$ cat config.mk
export PLATFORM = sky130hd
export DESIGN_NAME = base_radix_text_encoder
export DESIGN_NICKNAME = d
export VERILOG_FILES = /design/src/hdl/bre_pkg.sv /design/src/hdl/bre_alpha_mem.sv /design/src/hdl/base_radix_text_encoder.sv
export SDC_FILE = /design/constraint.sdc
export NUM_CORES = 1
export LEC_CHECK = 0
export BUFFER_PORTS_ARGS = -buffer_cell sky130_fd_sc_hd__buf_2
export CORE_MARGIN = 2
export CORE_UTILIZATION = 24
export CTS_CLUSTER_SIZE = 25
export DETAILED_ROUTE_END_ITERATION = 10
export GPL_ROUTABILITY_DRIVEN = 0
export PLACE_DENSITY = 0.42
export SYNTH_ARGS = -nofsm -noshare
export SYNTH_HDL_FRONTEND = slang
export SYNTH_SLANG_ARGS = --single-unit
$ cat constraint.sdc
create_clock -name clk -period 4.5 [get_ports clk]
set_input_delay 0.225 -clock clk [delete_from_list [all_inputs] [get_ports clk]]
set_output_delay 0.225 -clock clk [all_outputs]
set_load 0.01 [all_outputs]
$ cat src/hdl/bre_pkg.sv
// Shared constants for the base-radix text encoder.
package bre_pkg;

	// Bits in one input byte.
	localparam int BYTE_BITS = 8;
	// Widest symbol and largest symbol count per group.
	localparam int SYM_BITS_MAX = 6;
	localparam int MAX_SYMBOLS = 8;

	// Configuration register indexes.
	localparam logic [7:0] CFG_BITS_PER_SYMBOL   = 8'd0;
	localparam logic [7:0] CFG_BYTES_PER_GROUP   = 8'd1;
	localparam logic [7:0] CFG_SYMBOLS_PER_GROUP = 8'd2;
	localparam logic [7:0] CFG_PAD_CHAR          = 8'd3;

	// Register values after reset.
	localparam logic [2:0] RST_BITS_PER_SYMBOL   = 3'd6;
	localparam logic [2:0] RST_BYTES_PER_GROUP   = 3'd3;
	localparam logic [3:0] RST_SYMBOLS_PER_GROUP = 4'd4;
	localparam logic [7:0] RST_PAD_CHAR          = 8'd61;

	// Input modes.
	localparam logic MODE_ALPHABET = 1'b0;
	localparam logic MODE_DATA     = 1'b1;

endpackage

$ cat src/hdl/bre_alpha_mem.sv
// Alphabet table: one write port and one registered read port.
module bre_alpha_mem #(
	parameter int DEPTH = 64,
	parameter int ADDR_W = $clog2(DEPTH)
) (
	input  logic              clk,
	input  logic              we,
	input  logic [ADDR_W-1:0] waddr,
	input  logic [7:0]        wdata,
	input  logic              re,
	input  logic [ADDR_W-1:0] raddr,
	output logic [7:0]        rdata
);

	logic [7:0] mem [0:DEPTH-1];

	always_ff @(posedge clk) begin
		if (we) begin
			mem[waddr] <= wdata;
		end
		if (re) begin
			rdata <= mem[raddr];
		end
	end

endmodule

$ cat src/hdl/base_radix_text_encoder.sv
// Base-2^k text encoder. An item in alphabet mode writes one table entry; a data byte that
// does not close a group joins the held group. A byte that closes a group (the group is
// full or the byte is marked last) holds the input while the group's symbols
// (symbols_per_group, saturated to 1..8) are issued, one alphabet read per symbol; a stalled
// output can hold the reads. Each symbol passes the read stage, then the output register.
// The next item is taken as soon as the last read of a group has been issued, while symbols
// may still wait at the output. Entries of the alphabet must be written before they are used.
module base_radix_text_encoder
	import bre_pkg::*;
#(
	parameter int ALPHABET_DEPTH = 64,
	parameter int MAX_GROUP_BYTES = 5
) (
	input  logic       clk,
	input  logic       arst_n,
	// Configuration write channel.
	input  logic       cfg_valid,
	output logic       cfg_ready,
	input  logic [7:0] cfg_index,
	input  logic [7:0] cfg_data,
	// Input channel.
	input  logic       in_valid,
	output logic       in_stall,
	input  logic       mode,
	input  logic [5:0] alphabet_index,
	input  logic [7:0] alphabet_char,
	input  logic [7:0] data_byte,
	input  logic       last_byte,
	// Output channel.
	output logic       out_valid,
	input  logic       out_stall,
	output logic [7:0] symbol_char,
	output logic       is_pad,
	output logic       last_symbol
);

	localparam int AW = $clog2(ALPHABET_DEPTH);
	localparam int GW = MAX_GROUP_BYTES * BYTE_BITS;
	localparam int HW = $clog2(MAX_GROUP_BYTES + 1);
	localparam int DB_W = HW + 3;
	localparam int CW = (DB_W > 6) ? DB_W : 6;
	localparam logic [HW-1:0] MAX_G = HW'(MAX_GROUP_BYTES);
	localparam logic [6:0] DEPTH_7 = 7'(ALPHABET_DEPTH);

	typedef enum logic {ST_IDLE, ST_EMIT} state_t;

	// Configuration registers.
	logic [2:0] bits_per_symbol_q;
	logic [2:0] bytes_per_group_q;
	logic [3:0] symbols_per_group_q;
	logic [7:0] pad_char_q;

	// Group collection and emission state.
	state_t          state_q;
	logic [GW-1:0]   group_q;
	logic [HW-1:0]   bytes_held_q;
	logic [GW-1:0]   word_q;
	logic [DB_W-1:0] data_bits_q;
	logic [5:0]      pos_q;
	logic [3:0]      sym_left_q;
	logic [2:0]      b_q;
	logic            last_q;

	// Read stage and output register.
	logic       pad_s1, oob_s1, last_s1, valid_s1;
	logic       out_valid_q, is_pad_q, last_symbol_q;
	logic [7:0] symbol_char_q;

	logic            in_accept;
	logic            mem_we, mem_re;
	logic [7:0]      mem_rdata;
	logic [2:0]      b_c;
	logic [HW-1:0]   g_c;
	logic [3:0]      s_c;
	logic [GW-1:0]   group_next;
	logic [HW-1:0]   held_inc, held_c;
	logic [DB_W-1:0] shamt;
	logic            closes;
	logic [5:0]      top6, sym;
	logic            out_free, issue;

	assign cfg_ready = 1'b1;

	always_ff @(posedge clk or negedge arst_n) begin
		if (!arst_n) begin
			bits_per_symbol_q <= RST_BITS_PER_SYMBOL;
			bytes_per_group_q <= RST_BYTES_PER_GROUP;
			symbols_per_group_q <= RST_SYMBOLS_PER_GROUP;
			pad_char_q <= RST_PAD_CHAR;
		end else if (cfg_valid && cfg_ready) begin
			unique case (cfg_index)
				CFG_BITS_PER_SYMBOL:   bits_per_symbol_q <= cfg_data[2:0];
				CFG_BYTES_PER_GROUP:   bytes_per_group_q <= cfg_data[2:0];
				CFG_SYMBOLS_PER_GROUP: symbols_per_group_q <= cfg_data[3:0];
				CFG_PAD_CHAR:          pad_char_q <= cfg_data;
				default: ;
			endcase
		end
	end

	// Register values saturated into their legal ranges.
	always_comb begin
		if (bits_per_symbol_q == 3'd0) begin
			b_c = 3'd1;
		end else if (bits_per_symbol_q > 3'(SYM_BITS_MAX)) begin
			b_c = 3'(SYM_BITS_MAX);
		end else begin
			b_c = bits_per_symbol_q;
		end
		if (bytes_per_group_q == 3'd0) begin
			g_c = HW'(1);
		end else if (int'(bytes_per_group_q) > MAX_GROUP_BYTES) begin
			g_c = MAX_G;
		end else begin
			g_c = HW'(bytes_per_group_q);
		end
		if (symbols_per_group_q == 4'd0) begin
			s_c = 4'd1;
		end else if (symbols_per_group_q > 4'(MAX_SYMBOLS)) begin
			s_c = 4'(MAX_SYMBOLS);
		end else begin
			s_c = symbols_per_group_q;
		end
	end

	assign in_stall = (state_q != ST_IDLE);
	assign in_accept = in_valid && !in_stall;

	assign group_next = (group_q << BYTE_BITS) | GW'(data_byte);
	assign held_inc = bytes_held_q + HW'(1);
	assign held_c = (held_inc > g_c) ? g_c : held_inc;
	assign closes = (held_inc >= g_c) || last_byte;
	// Moves the held bytes to the top of the word; older bytes fall off.
	assign shamt = {MAX_G - held_c, 3'b000};

	assign top6 = word_q[GW-1 -: SYM_BITS_MAX];
	assign sym = top6 >> (3'(SYM_BITS_MAX) - b_q);

	assign out_free = !out_valid_q || !out_stall;
	assign issue = (state_q == ST_EMIT) && (!valid_s1 || out_free);

	assign mem_we = in_accept && (mode == MODE_ALPHABET)
		&& ({1'b0, alphabet_index} < DEPTH_7);
	assign mem_re = issue;

	bre_alpha_mem #(
		.DEPTH(ALPHABET_DEPTH)
	) u_alpha (
		.clk(clk),
		.we(mem_we),
		.waddr(alphabet_index[AW-1:0]),
		.wdata(alphabet_char),
		.re(mem_re),
		.raddr(sym[AW-1:0]),
		.rdata(mem_rdata)
	);

	always_ff @(posedge clk or negedge arst_n) begin
		if (!arst_n) begin
			state_q <= ST_IDLE;
			group_q <= '0;
			bytes_held_q <= '0;
			sym_left_q <= '0;
			word_q <= '0;
			data_bits_q <= '0;
			pos_q <= '0;
			b_q <= '0;
			last_q <= 1'b0;
		end else begin
			unique case (state_q)
				ST_IDLE: begin
					if (in_accept && mode == MODE_DATA) begin
						if (closes) begin
							word_q <= group_next << shamt;
							data_bits_q <= {held_c, 3'b000};
							pos_q <= '0;
							sym_left_q <= s_c;
							b_q <= b_c;
							last_q <= last_byte;
							group_q <= '0;
							bytes_held_q <= '0;
							state_q <= ST_EMIT;
						end else begin
							group_q <= group_next;
							bytes_held_q <= held_inc;
						end
					end
				end
				ST_EMIT: begin
					if (issue) begin
						word_q <= word_q << b_q;
						pos_q <= pos_q + 6'(b_q);
						sym_left_q <= sym_left_q - 4'd1;
						if (sym_left_q == 4'd1) begin
							state_q <= ST_IDLE;
						end
					end
				end
				default: state_q <= ST_IDLE;
			endcase
		end
	end

	always_ff @(posedge clk or negedge arst_n) begin
		if (!arst_n) begin
			valid_s1 <= 1'b0;
			out_valid_q <= 1'b0;
		end else begin
			if (issue) begin
				valid_s1 <= 1'b1;
			end else if (out_free) begin
				valid_s1 <= 1'b0;
			end
			if (out_free) begin
				out_valid_q <= valid_s1;
			end
		end
	end

	always_ff @(posedge clk) begin
		if (issue) begin
			// A symbol with no bit of a received byte is padding.
			pad_s1 <= CW'(pos_q) >= CW'(data_bits_q);
			oob_s1 <= {1'b0, sym} >= DEPTH_7;
			last_s1 <= last_q && (sym_left_q == 4'd1);
		end
		if (out_free && valid_s1) begin
			symbol_char_q <= pad_s1 ? pad_char_q : (oob_s1 ? 8'd0 : mem_rdata);
			is_pad_q <= pad_s1;
			last_symbol_q <= last_s1;
		end
	end

	assign out_valid = out_valid_q;
	assign symbol_char = symbol_char_q;
	assign is_pad = is_pad_q;
	assign last_symbol = last_symbol_q;

	// The table is never written while a symbol read is being issued.
	a_no_rw_overlap: assert property (@(posedge clk) disable iff (!arst_n)
		!(mem_we && mem_re))
		else $error("alphabet write during symbol read");

	// The final symbol of a stream is issued only as the group ends.
	a_last_ends_group: assert property (@(posedge clk) disable iff (!arst_n)
		(valid_s1 && last_s1 && $past(issue)) |-> (state_q == ST_IDLE))
		else $error("last symbol issued before end of group");

	// A padding symbol always carries the pad character.
	a_pad_char: assert property (@(posedge clk) disable iff (!arst_n)
		(out_valid && is_pad) |-> (symbol_char == pad_char_q))
		else $error("pad symbol with wrong character");

	// While emitting there is always at least one symbol left.
	a_emit_count: assert property (@(posedge clk) disable iff (!arst_n)
		(state_q == ST_EMIT) |-> (sym_left_q != 4'd0))
		else $error("emission with no symbols left");

endmodule

==> results_dict.tcl <==
set metrics [dict create \
    p_per_area_nw_per_um2 615 \
    ant_nets 0 \
    start_util_pct 24.2 \
    outcome "complete, no violations" \
    finalCritPeriodShare_pct 88.6 \
    cts_buffers 76 \
    hold_viol 0 \
    drt_wl_total_um 84200 \
    crit_buf_inv 2 \
    cts_tree "yes" \
    hold_path.class "in2reg" \
    grt_pass1_vias 18400 \
    synth_fp_nets 2243 \
    drive_above_1_share_pct 17.0 \
    hpwl_um 54200 \
    cp_max_fo 25 \
    clock_path_buffers 3 \
    ys.flop_type "edfxtp_1" \
    die_w_um 347 \
    avgSynthCellArea_um2 12.9 \
    num_vias 18100 \
    seqCellArea_um2 18800 \
    vdd_drop_max_v 0.000333 \
    rsz0062_at_grt "no" \
    track_usage_pct 13.9 \
    netlist_area_um2 28200 \
    grt-ovfl-total 0 \
    seq_area_frac_synth_pct 66.8 \
    num_antenna_cells 0 \
    die_h_um 347 \
    finalSetupTns_ps 0 \
    drc 0 \
    cp-start-kind "flop" \
    vias_per_cell 4.68 \
    drt-wirelength-per-cell_um 21.8 \
    worstRegToRegCells 9 \
    synthTopCellsByArea "edfxtp_1 (57%), dfrtp_1 (9.1%), nand2_1 (6.5%), mux4_2 (4.2%), mux2i_1 (2.9%)" \
    worst_slew_pin_slew_ps 1060 \
    setup_viol 0 \
    yosys_warnings 0 \
    p_leak_nw 11.6 \
    yosys-top-cells-count "edfxtp_1 (532), nand2_1 (487), nor2_1 (124)" \
    io_pins 58 \
    fmax_mhz 251 \
    ys_ff_latch 645 \
    ctsHtreeMaxLevel 3 \
    worstPathArrival_ps 4340 \
    cp-end-kind "flop" \
    grt_pass1_wl_um 126000 \
    firstDrtPassIters 5 \
    synth.most_common_cell "edfxtp_1" \
    finalPower_w 0.0205 \
    crit_chain "ha_1 > mux4_2 > mux2i_4 > buf_12 > mux4_2 > a2111oi_0 > buf_4 > a22o_1 > a221oi_1" \
    row_count 125 \
    grt_max_degree 89 \
    antenna_found_initial 2 \
    yosysTopAreaCellShare_pct 56.7 \
    synth_cells 2184 \
    final_nets 2338 \
    slew_violations 0 \
    synth_edf_count 532 \
    io_buffers 56 \
    skew_ps 32.7 \
    cp.required_ps 4850 \
    whs_path_depth 4 \
    slowest_delay_ps 620 \
    synthArstFlopShare_pct 17.5 \
    layout_min_cycle_time_ps 3990 \
    crit_type "reg2reg" \
    syn_to_final_growth_pct 18.0 \
    path_clk_slew_ps 60 \
    die_area_um2 120000 \
    core_region_area_um2 116000 \
    multiInputGateArea_um2 8750 \
    path_depth 9 \
    worst_path_max_delay_cell "mux4_2" \
    synth_cell_type_count 72 \
    clock_tree.root_cell "clkbuf_16" \
    first_iter_violations 1545 \
    clk_latency_ps 640 \
    clock_sinks 645 \
    crit_top_cell "mux4_2" \
    drv_cap 0 \
    yosys.area.top_type "edfxtp_1" \
    critPathTopFamily "multiplexers" \
    fill_cells 11800 \
    timing.slew.headroom_pct 29.3 \
]
[area by class of cell]
class | count | area share (%)
multi-input combinational | 1378 | 26.3
inverter | 22 | 0.248
timing repair buffer | 156 | 3.52
tap | 1524 | 5.73
sequential | 645 | 56.6
clock buffer | 95 | 6.05
clock inverter | 42 | 1.51
[stage by stage]
step / hold slack [ps] / setup slack (ps) / instances / cell area, um2 / utilization, %
after floorplan: -70.6 / 967 / 2184 / 28200 / -
after global placement: 414 / 601 / 3705 / 30500 / 26.2
after detailed placement: 416 / 532 / 3705 / 30500 / 26.2
after CTS: 15.7 / 527 / 3862 / 33300 / 28.6
after global routing: 84.9 / 258 / 3862 / 33300 / 28.6
final: 40.3 / 511 / 3862 / 33300 / 28.6
[timing repair]
| item | in CTS | in global routing |
|---|---|---|
| endpoints found under the hold margin | 97 | 0 |
| resized for setup | 0 | 0 |
| hold buffers | 20 | 0 |
| setup endpoints to repair | 0 | 0 |
| setup buffers | 0 | 0 |
[flip-flops by register name, indices dropped and copies added (netlist names), 6 cells and up]
signal and cells:
pos_q 6, group_q 32, u_alpha.rdata 8, pad_char_q 8, u_alpha.mem 512, word_q 40, symbol_char 8
[per-layer routing]
metal  GRT usage [%]  wire length [um]  up-vias
met5               0                 0        -
met4            4.29              2070        0
met3            2.04              3640      116
met2            22.5             39700      448
met1            19.1             38700     9154
li1                -                 -     8346
[tightest hold or removal path, cell delays in order]
cell	delay (ps)
buf_2	110
nor3b_1	110
nand2_1	80
o21ai_0	90
[logic make-up after synthesis]
group,share of synthesized area [%]
buf+inv,2.35
xor+xnor,0.275
mux,9.88
flops,66.8
simple gates,12.0
other cells,0.0133
compound gates,7.99
fa+ha+maj,0.684
[final timing paths]
check / start / end / slack, ps
worst min register to register: last_s1$_DFFE_PP_ / last_symbol$_DFFE_PP_ / 430
worst max register to register: b_q[0]$_DFFE_PN0P_ / u_alpha.rdata[4]$_DFFE_PP_ / 510
worst min-delay path: cfg_index[1] / bits_per_symbol_q[0]$_DFFE_PN0P_ / 40
min in group asynchronous: arst_n / pad_char_q[7]$_DFFE_PN0P_ / 300
worst max-delay path: b_q[0]$_DFFE_PN0P_ / u_alpha.rdata[4]$_DFFE_PP_ / 510
max in group asynchronous: arst_n / word_q[31]$_DFFE_PN0P_ / 2990
[placed cells by master, fill, tap and decap left out, types with 52 or more instances in the layout]
cell type  instances
mux2_2            69
buf_4             74
mux4_2            52
buf_2             55
nand3_1          113
o21ai_0           59
clkbuf_16         76
dfrtp_1           99
nor2_1           123
nand2_1          486
a21oi_1          117
edfxtp_1         532
mux2i_1           80
[power by group]
part | leakage, nW | internal (W) | total (W) | switching [W]
combinational | 4.16 | 0.00259 | 0.00688 | 0.00429
sequential | 6.20 | 0.00692 | 0.00732 | 0.000401
clock | 1.23 | 0.00376 | 0.00626 | 0.00250
total | 11.6 | 0.0133 | 0.0205 | 0.00718
Note: power is estimated with default switching activity, not from simulation.
